### src/design/trle_pkg.sv
package trle_pkg;

    localparam logic [1:0] FN_BYTE  = 2'd0;
    localparam logic [1:0] FN_OPEN  = 2'd1;
    localparam logic [1:0] FN_CLOSE = 2'd2;

    localparam logic [1:0] K_BYTE  = 2'd0;
    localparam logic [1:0] K_CHAR  = 2'd1;
    localparam logic [1:0] K_END   = 2'd2;
    localparam logic [1:0] K_CLOSE = 2'd3;

    localparam logic [7:0] B_SE   = 8'd240;
    localparam logic [7:0] B_SB   = 8'd250;
    localparam logic [7:0] B_WILL = 8'd251;
    localparam logic [7:0] B_WONT = 8'd252;
    localparam logic [7:0] B_DO   = 8'd253;
    localparam logic [7:0] B_DONT = 8'd254;
    localparam logic [7:0] B_IAC  = 8'd255;
    localparam logic [7:0] TELOPT_ECHO = 8'd1;
    localparam logic [7:0] OPT_SGA  = 8'd3;
    localparam logic [7:0] CH_BS  = 8'h08;
    localparam logic [7:0] CH_DEL = 8'h7F;
    localparam logic [7:0] CH_SP  = 8'h20;
    localparam logic [7:0] CH_LF  = 8'h0A;
    localparam logic [7:0] CH_CR  = 8'h0D;
    localparam logic [7:0] CH_GT  = 8'h3E;

    typedef enum logic [1:0] {
        PS_NORMAL = 2'd0,
        PS_IAC    = 2'd1,
        PS_OPT    = 2'd2,
        PS_SB     = 2'd3
    } t_pstate;

    // emit sequences
    typedef enum logic [3:0] {
        SQ_NONE, SQ_OPEN, SQ_FULL, SQ_REPLY, SQ_BS, SQ_ECHO, SQ_ECHO2, SQ_NL
    } t_seq;

    typedef enum logic [2:0] {
        ST_IDLE, ST_LOOK, ST_READ, ST_EMIT, ST_LINE, ST_TAIL
    } t_state;

    // per-connection control record kept in the context memory
    typedef struct packed {
        logic       in_use;
        logic [7:0] owner;
        t_pstate    pstate;
        logic [7:0] verb;
        logic [5:0] len;
    } t_ctx;

endpackage

### src/design/telnet_rx_line_editor_unit.sv
// Receive engine for up to CONNS Telnet connections. Beats enter on start while busy is
// low; results leave one per cycle on o_valid and cannot be stalled, o_last marks the final
// one of an item. The connection table is a synchronous context memory walked one entry per
// cycle on each item before the first result; results then stream one per cycle, and line
// delivery reads the line memory one character per cycle.
module telnet_rx_line_editor_unit
    import trle_pkg::*;
#(
    parameter int CONNS      = 4,
    parameter int LINE_BYTES = 32
) (
    input  logic       i_clk,
    input  logic       i_rst_n,
    input  logic       i_cfg_we,
    input  logic       i_cfg_data,
    input  logic       start,
    output logic       busy,
    input  logic [1:0] i_func,
    input  logic [7:0] i_slot,
    input  logic [7:0] i_data,
    output logic       o_valid,
    output logic [1:0] o_kind,
    output logic [7:0] o_out_slot,
    output logic [3:0] o_entry,
    output logic [7:0] o_out_byte,
    output logic       o_last
);

    localparam int EW = (CONNS > 1) ? $clog2(CONNS) : 1;
    localparam int CW = $clog2(CONNS + 1);
    localparam int AW = $clog2(CONNS * LINE_BYTES);

    t_ctx            ctx_mem [CONNS];
    logic [7:0]      line_mem [CONNS * LINE_BYTES];
    logic [CONNS-1:0] r_valid_e;

    logic            r_cfg;
    t_state          r_st, n_st;
    logic [1:0]      r_func;
    logic [7:0]      r_slot, r_data;
    logic [CW-1:0]   r_idx, n_idx;
    logic            r_found, n_found;
    logic            r_free, n_free;
    logic [EW-1:0]   r_hit, n_hit, r_fr, n_fr;
    t_ctx            r_rd;
    logic [7:0]      r_ld;
    t_seq            r_seq, n_seq;
    logic [3:0]      r_k, n_k;
    logic [7:0]      r_rep, n_rep;
    logic [5:0]      r_pos, n_pos;
    logic [5:0]      r_llen, n_llen;

    logic            ctx_we;
    logic [EW-1:0]   ctx_wa;
    t_ctx            ctx_wd;
    logic            ln_we;
    logic [AW-1:0]   ln_wa, ln_ra;
    logic [EW-1:0]   ctx_ra;

    logic            ov;
    logic [1:0]      okind;
    logic [7:0]      obyte;
    logic            olast;
    logic            ochar;

    always_ff @(posedge i_clk) begin
        if (ctx_we) ctx_mem[ctx_wa] <= ctx_wd;
        r_rd <= ctx_mem[ctx_ra];
        if (ln_we) line_mem[ln_wa] <= r_data;
        r_ld <= line_mem[ln_ra];
    end

    function automatic logic [AW-1:0] laddr(logic [EW-1:0] e, logic [5:0] p);
        logic [AW+7:0] a;
        a = (AW + 8)'(e) * (AW + 8)'(LINE_BYTES) + (AW + 8)'(p);
        return a[AW-1:0];
    endfunction

    assign busy = (r_st != ST_IDLE);

    always_comb begin
        t_ctx c;
        logic [7:0] b;
        c = r_rd;
        b = r_data;
        n_st = r_st; n_idx = r_idx; n_found = r_found; n_free = r_free;
        n_hit = r_hit; n_fr = r_fr; n_seq = r_seq; n_k = r_k; n_rep = r_rep;
        n_pos = r_pos; n_llen = r_llen;
        ctx_we = 1'b0; ctx_wa = r_hit; ctx_wd = r_rd;
        ln_we = 1'b0; ln_wa = laddr(r_hit, r_rd.len);
        ln_ra = laddr(r_hit, r_pos);
        ctx_ra = r_idx[EW-1:0];
        ov = 1'b0; okind = K_BYTE; obyte = 8'd0; olast = 1'b0; ochar = 1'b0;
        unique case (r_st)
            ST_IDLE: begin
                if (start) begin
                    n_st = ST_LOOK; n_idx = '0; n_found = 1'b0; n_free = 1'b0;
                end
            end
            ST_LOOK: begin
                // r_rd holds entry r_idx-1 once r_idx > 0
                if (r_idx != '0) begin
                    if (!(r_valid_e[r_idx[EW-1:0] - EW'(1)] && r_rd.in_use)) begin
                        if (!r_free) begin
                            n_free = 1'b1; n_fr = r_idx[EW-1:0] - EW'(1);
                        end
                    end else if (r_rd.owner == r_slot && !r_found) begin
                        n_found = 1'b1; n_hit = r_idx[EW-1:0] - EW'(1);
                    end
                end
                if (r_idx == CW'(CONNS)) begin
                    n_st = ST_READ;
                    ctx_ra = n_hit;
                end else begin
                    n_idx = r_idx + CW'(1);
                end
            end
            ST_READ: begin
                n_st = ST_IDLE; n_seq = SQ_NONE; n_k = '0;
                unique case (r_func)
                    FN_OPEN: begin
                        n_st = ST_EMIT;
                        if (!r_free) n_seq = SQ_FULL;
                        else begin
                            n_seq = SQ_OPEN; n_hit = r_fr;
                            ctx_we = 1'b1; ctx_wa = r_fr;
                            ctx_wd = '{in_use: 1'b1, owner: r_slot, pstate: PS_NORMAL,
                                       verb: 8'd0, len: 6'd0};
                        end
                    end
                    FN_CLOSE: begin
                        if (r_found) begin
                            ctx_we = 1'b1; c.in_use = 1'b0; ctx_wd = c;
                        end
                    end
                    FN_BYTE: begin
                        if (r_found) begin
                            ctx_we = 1'b1;
                            case (r_rd.pstate)
                                PS_NORMAL, PS_IAC: begin
                                    logic ed;
                                    ed = 1'b0;
                                    if (r_rd.pstate == PS_NORMAL) begin
                                        if (b == B_IAC) c.pstate = PS_IAC;
                                        else ed = 1'b1;
                                    end else if (b == B_SB) c.pstate = PS_SB;
                                    else if (b == B_WILL || b == B_WONT || b == B_DO ||
                                             b == B_DONT) begin
                                        c.verb = b; c.pstate = PS_OPT;
                                    end else begin
                                        c.pstate = PS_NORMAL;
                                        ed = (b == B_IAC);
                                    end
                                    if (ed) begin
                                        if (b == CH_LF) begin
                                            n_seq = SQ_NL; n_st = ST_EMIT;
                                            n_llen = r_rd.len; n_pos = '0;
                                            c.len = '0;
                                        end else if (b == CH_BS || b == CH_DEL) begin
                                            if (r_rd.len != '0) begin
                                                c.len = r_rd.len - 6'd1;
                                                n_seq = SQ_BS; n_st = ST_EMIT;
                                            end
                                        end else if (b >= CH_SP &&
                                                     r_rd.len < 6'(LINE_BYTES - 1)) begin
                                            ln_we = 1'b1;
                                            c.len = r_rd.len + 6'd1;
                                            n_seq = (b == B_IAC) ? SQ_ECHO2 : SQ_ECHO;
                                            n_st = ST_EMIT;
                                        end
                                    end
                                end
                                PS_OPT: begin
                                    c.pstate = PS_NORMAL;
                                    if (r_rd.verb == B_DO && b != TELOPT_ECHO && b != OPT_SGA)
                                    begin
                                        n_rep = B_WONT; n_seq = SQ_REPLY; n_st = ST_EMIT;
                                    end else if (r_rd.verb == B_WILL) begin
                                        n_rep = B_DONT; n_seq = SQ_REPLY; n_st = ST_EMIT;
                                    end
                                end
                                default: if (b == B_SE) c.pstate = PS_NORMAL;
                            endcase
                            ctx_wd = c;
                        end
                    end
                    default: ;
                endcase
            end
            ST_EMIT: begin
                ov = 1'b1; n_k = r_k + 4'd1;
                case (r_seq)
                    SQ_FULL: begin okind = K_CLOSE; olast = 1'b1; end
                    SQ_OPEN: begin
                        case (r_k)
                            4'd0, 4'd3: obyte = B_IAC;
                            4'd1, 4'd4: obyte = B_WILL;
                            4'd2: obyte = TELOPT_ECHO;
                            4'd5: obyte = OPT_SGA;
                            4'd6: obyte = CH_GT;
                            default: begin obyte = CH_SP; olast = 1'b1; end
                        endcase
                    end
                    SQ_REPLY: begin
                        case (r_k)
                            4'd0: obyte = B_IAC;
                            4'd1: obyte = r_rep;
                            default: begin obyte = r_data; olast = 1'b1; end
                        endcase
                    end
                    SQ_BS: begin
                        obyte = (r_k == 4'd1) ? CH_SP : CH_BS;
                        olast = (r_k == 4'd2);
                    end
                    SQ_ECHO: begin obyte = r_data; olast = 1'b1; end
                    SQ_ECHO2: begin obyte = B_IAC; olast = (r_k == 4'd1); end
                    default: begin
                        // new line: CR LF, then line/prompt
                        obyte = (r_k == 4'd0) ? CH_CR : CH_LF;
                        if (r_k == 4'd1) begin
                            n_k = '0;
                            if (r_cfg) begin
                                n_st = ST_LINE; ln_ra = laddr(r_hit, 6'd0);
                                n_pos = 6'd1;
                            end else n_st = ST_TAIL;
                        end
                    end
                endcase
                if (olast) n_st = ST_IDLE;
            end
            ST_LINE: begin
                // r_ld holds char r_pos-1 when r_pos <= llen
                ov = 1'b1; ochar = 1'b1;
                if (r_pos <= r_llen) begin
                    okind = K_CHAR; obyte = r_ld;
                    ln_ra = laddr(r_hit, r_pos);
                    n_pos = r_pos + 6'd1;
                end else begin
                    okind = K_END; n_st = ST_TAIL;
                end
            end
            ST_TAIL: begin
                ov = 1'b1; n_k = r_k + 4'd1;
                obyte = (r_k == 4'd0) ? CH_GT : CH_SP;
                olast = (r_k != 4'd0);
                if (olast) n_st = ST_IDLE;
            end
            default: n_st = ST_IDLE;
        endcase
    end

    always_ff @(posedge i_clk) begin
        if (!i_rst_n) begin
            r_st <= ST_IDLE; r_cfg <= 1'b0; r_valid_e <= '0; o_valid <= 1'b0;
        end else begin
            r_st <= n_st;
            if (i_cfg_we) r_cfg <= i_cfg_data;
            if (ctx_we) r_valid_e[ctx_wa] <= 1'b1;
            o_valid <= ov;
        end
        if (start && !busy) begin
            r_func <= i_func; r_slot <= i_slot; r_data <= i_data;
        end
        r_idx <= n_idx; r_found <= n_found; r_free <= n_free; r_hit <= n_hit;
        r_fr <= n_fr; r_seq <= n_seq; r_k <= n_k; r_rep <= n_rep;
        r_pos <= n_pos; r_llen <= n_llen;
        o_kind <= okind; o_out_slot <= r_slot; o_out_byte <= obyte; o_last <= olast;
        o_entry <= ochar ? 4'(r_hit) : 4'd0;
    end

endmodule
### config.mk
export PLATFORM = sky130hd
export DESIGN_NAME = telnet_rx_line_editor_unit
export DESIGN_NICKNAME = d
export VERILOG_FILES = /design/src/design/trle_pkg.sv /design/src/design/telnet_rx_line_editor_unit.sv
export SDC_FILE = /design/constraint.sdc
export NUM_CORES = 2
export LEC_CHECK = 0
export ABC_AREA = 1
export BUFFER_PORTS_ARGS = -buffer_cell sky130_fd_sc_hd__buf_2
export CORE_ASPECT_RATIO = 1.1
export CORE_MARGIN = 5
export CORE_UTILIZATION = 50
export DETAILED_ROUTE_END_ITERATION = 7
export PLACE_DENSITY = 0.68
export SLEW_MARGIN = 40
export SYNTH_ARGS = -nofsm -noshare
export SYNTH_HDL_FRONTEND = slang
export SYNTH_SLANG_ARGS = --single-unit
### constraint.sdc
create_clock -name i_clk -period 4.23 [get_ports i_clk]
set_input_delay 0.2115 -clock i_clk [delete_from_list [all_inputs] [get_ports i_clk]]
set_output_delay 0.2115 -clock i_clk [all_outputs]
set_load 0.02 [all_outputs]
==> impl_results.md <==
- Final WL: between 100000 and 150000 µm
- Hold buffer count at CTS: 22
- Highest-count cells in the layout ignoring fill and taps: 1171 x edfxtp_1, 998 x nand3_1, 731 x nand2_1
- Cell-by-cell listing of the critical path: ha_1 -> nand3_1 -> inv_1 -> a21oi_2 -> nand2_1 -> nor3_4 -> inv_2 -> nor2_4 -> nand3_4 -> nor2_1
- Die outline width: ~320 µm
- Total iterations of the first detailed-routing run: 6
- Mean routed wirelength per cell: 21.4 µm
- Number of enable flip-flop cells after synthesis: around 1200
- Initial Utilization: 0.504
- DR DRC count: 0
- Crit path max-delay family: simple AND/OR/NAND/NOR gates
- Clock Tree Buf Depth: 3
- Distinct cells, synth: 49
- Final setup fails: 0
- Hold Path Stages: 4
- Critical register-to-register path endpoint: line_mem[107][2]
- Number of placement rows: roughly 130
- Result of the run: finished clean
- Sequential cell area fraction in the yosys report: 0.672
- HPWL reported at the end of detailed placement: 81100 µm
- Biggest area contributors in the synthesized netlist: edfxtp_1 65%, nand3_1 9.2%, nand2_1 5.1%, inv_1 4.3%, nand3b_1 4.3%
- Combined flip-flop and latch cell area: ~0.036 mm²
- Highest-delay cell along the critical path: nor2_1
- Worst reg-to-reg path cell count: 10
- Vias in the first global route: 35300
- Remaining antenna violation count after routing: 0
- Area share of the leading cell type in the synthesized netlist: 0.649
- Final worst path period need: between 3000 and 4000 ps
- Data arrival time of the critical path: around 4000 ps
- Die Y: between 300 and 400 µm
- Number of antenna violations at the first check in global routing: 1
- CTS-repair resized insts: 0
- Worst relative slew slack: 0.388
- Cts bufs inserted: between 100 and 150
- Initial detailed-routing violation count: roughly 4400
- Crit path required time: 4560 ps
- Post-synthesis sequential element count: approximately 1200
- Hold Crit Start: start
- Largest clock skew in the final design: around 40 ps
- Highest fanout seen on the critical path: 16
- Maximum resistive drop on vdd: approximately 0.42 mV
- Netlist Area Pre-Place: 0.0542 mm²
- Critical setup path kind: flip-flop to flip-flop
- Number of buffers added for setup after CTS: 0
- Post-synthesis cell type with the largest combined area: edfxtp_1
- Overall power: ~0.036 W
- Placed Area: roughly 0.056 mm²
- Number of hold-slack violations in the final timing report: 0
- GR Util All Layers: 0.238
- Average cell area after synthesis: 10.9 µm²
- Largest net degree at the start of global routing: between 150 and 200
- Insertion delay of the later-clocked pin in the worst-skew pair: 720 ps
- Synthesized instance count: around 5000
- Clock-pin slew on the worst setup and hold paths: about 70 ps
- Final period utilization: 0.852
- Clock root buffer master: clkbuf_16
- Number of nets in the final layout: between 5000 and 6000
- IO Pins: 48
- Total via count in the routed design: 36900
- Final weighted congestion in routability-driven placement: 0.898
- Standard cell core area: roughly 0.11 mm²
- Sinks on the clock net: about 1200
- Most used DFF post-synth: edfxtp_1
- Most common cell after layout, fill and taps aside: edfxtp_1
- Warning count from the yosys run: 0
- Share of cells above drive strength 1: 0.0942
- Max Cap Violations: 0
- Pre-CTS WS: slightly above 700 ps
- Nature of the critical path startpoint: flip-flop
- Setup repair after global routing missed its margin: false
- Fill cell count: 8831
- Critical register-to-register path startpoint: r_rd[0]
- Synth-to-Final Area Change: 12.2%
- Worst slew pin tran: a little over 900 ps
- Hold crit path type: input port to flip-flop
- Antenna diode count: 0
- Sort of element at the end of the critical path: flip-flop
- Worst Hold Slack: 127 ps
- Area taken by multi-input logic gates: 0.0143 mm²
- Die ar.: 0.115 mm²
- Leakage Power: around 23 nW
- Worst reg-to-reg setup slack: roughly 630 ps
- Global route overflow: 0
- Wire length of the first global-routing pass: ~210000 µm
- Hold endpoint: r_data[7]
- CP peak stage delay: around 720 ps
- Areal power density over the cells: ~600 mW/mm²
- Minimum setup slack in the final design: around 630 ps
- Max Freq: around 0.28 GHz
- Number of buffers inserted by port buffering: 45
- Htree depth: 3
- Total count of max-transition violations in the final report: 0
- Buffers & Inverters on Critical Path: 2
- Post-route cell area: about 0.06 mm²
- Share of flip-flops with an asynchronous set or reset: 0
- TritonCTS clock tree: yes
- Via/cell ratio: 5.66
[registers in the layout (all words and copies together), names as in the netlist, 8 cells and up]
register    count
ctx_mem       100
o_out_slot      8
r_data          8
r_rd           25
r_slot          8
r_ld            8
line_mem     1024
o_out_byte      8
[logic make-up (layout without fill, tap and decap cells)]
logic type | after synthesis | in the layout | share of synthesized area
AOI/OAI and AO/OA | 255 | 255 | 0.0287
xor gates and xnor gates | 16 | 16 | 0.00259
adders and majority gates | 18 | 18 | 0.00416
buffers and inverters | 936 | 1064 | 0.0676
DFF | 1234 | 1234 | 0.672
other | 1 | 2 | 0.0000692
and+or+nand+nor | 2517 | 2517 | 0.225
[worst reg2reg max path: stages, from the launching register on]
cell and delay (ps):
dfxtp_1 430, ha_1 270, nand3_1 70, inv_1 70, a21oi_2 320, nand2_1 200, nor3_4 360, inv_2 90
nor2_4 170, nand3_4 490, nor2_1 730
[synthesized netlist by cell type (2+ instances only)]
cell	count
nor2_4	4
o22ai_1	10
o221ai_1	2
nor2_2	2
o211ai_1	53
clkbuf_1	133
xor2_1	6
buf_6	2
inv_2	14
a22oi_1	3
a21oi_1	33
nor3_1	34
buf_2	95
buf_1	57
nand2_1	732
edfxtp_1	1171
nand3_1	998
inv_1	628
xnor2_1	10
nor4_1	3
buf_4	4
nor2_1	356
a31oi_1	3
o21ai_1	3
or2_2	52
nand2_2	7
nand3_4	3
dfxtp_1	63
ha_1	18
nand3b_1	314
nand4_1	9
o2111ai_1	20
clkinv_1	3
o21ai_0	117
[metal layers]
layer  routed length [µm]  share of wire  track usage
met4                 5320          0.038       0.0865
met2                66300           0.48        0.386
met3                11200          0.080       0.0367
met5                    0              0            0
met1                56700           0.41        0.330
[through the flow]
step / setup TNS [ps] / instances / util
3_5_place_dp: 0 / 6261 / 0.524
2_1_floorplan: -29700 / 4978 / -
5_1_grt: 0 / 6514 / 0.566
4_1_cts: 0 / 6512 / 0.565
6_report: 0 / 6514 / 0.566
3_3_place_gp: 0 / 6258 / 0.523
[worst max-delay path by stage]
| stage | slack (ps) | cells past startpoint | to | startpoint |
|---|---|---|---|---|
| after detailed placement | 710 | 10 | line_mem[83][4] | r_rd[0] |
| after global routing | 440 | 18 | r_ld[0] | r_k[1] |
| after CTS | 660 | 10 | line_mem[83][3] | r_rd[0] |
| after global placement | 770 | 17 | r_ld[0] | r_k[0] |
| final | 630 | 10 | line_mem[107][2] | r_rd[0] |
| after floorplan | -90 | 11 | line_mem[17][0] | r_data[4] |
[power by group]
| group | total (W) | switching, W | internal [W] |
|---|---|---|---|
| Clock | 0.0114 | 0.00462 | 0.00675 |
| Combinational | 0.0102 | 0.00747 | 0.00275 |
| Sequential | 0.0149 | 0.000394 | 0.0145 |
[cell type report]
cell class | count | area share
Sequential cell | 1234 | 0.599
Timing Repair Buffer | 190 | 0.0280
Tap cell | 1408 | 0.0290
Clock inverter | 70 | 0.0140
Multi-Input combinational cell | 2808 | 0.234
Clock buffer | 159 | 0.0560
Inverter | 645 | 0.0399
Note: power is estimated with default switching activity, not from simulation.
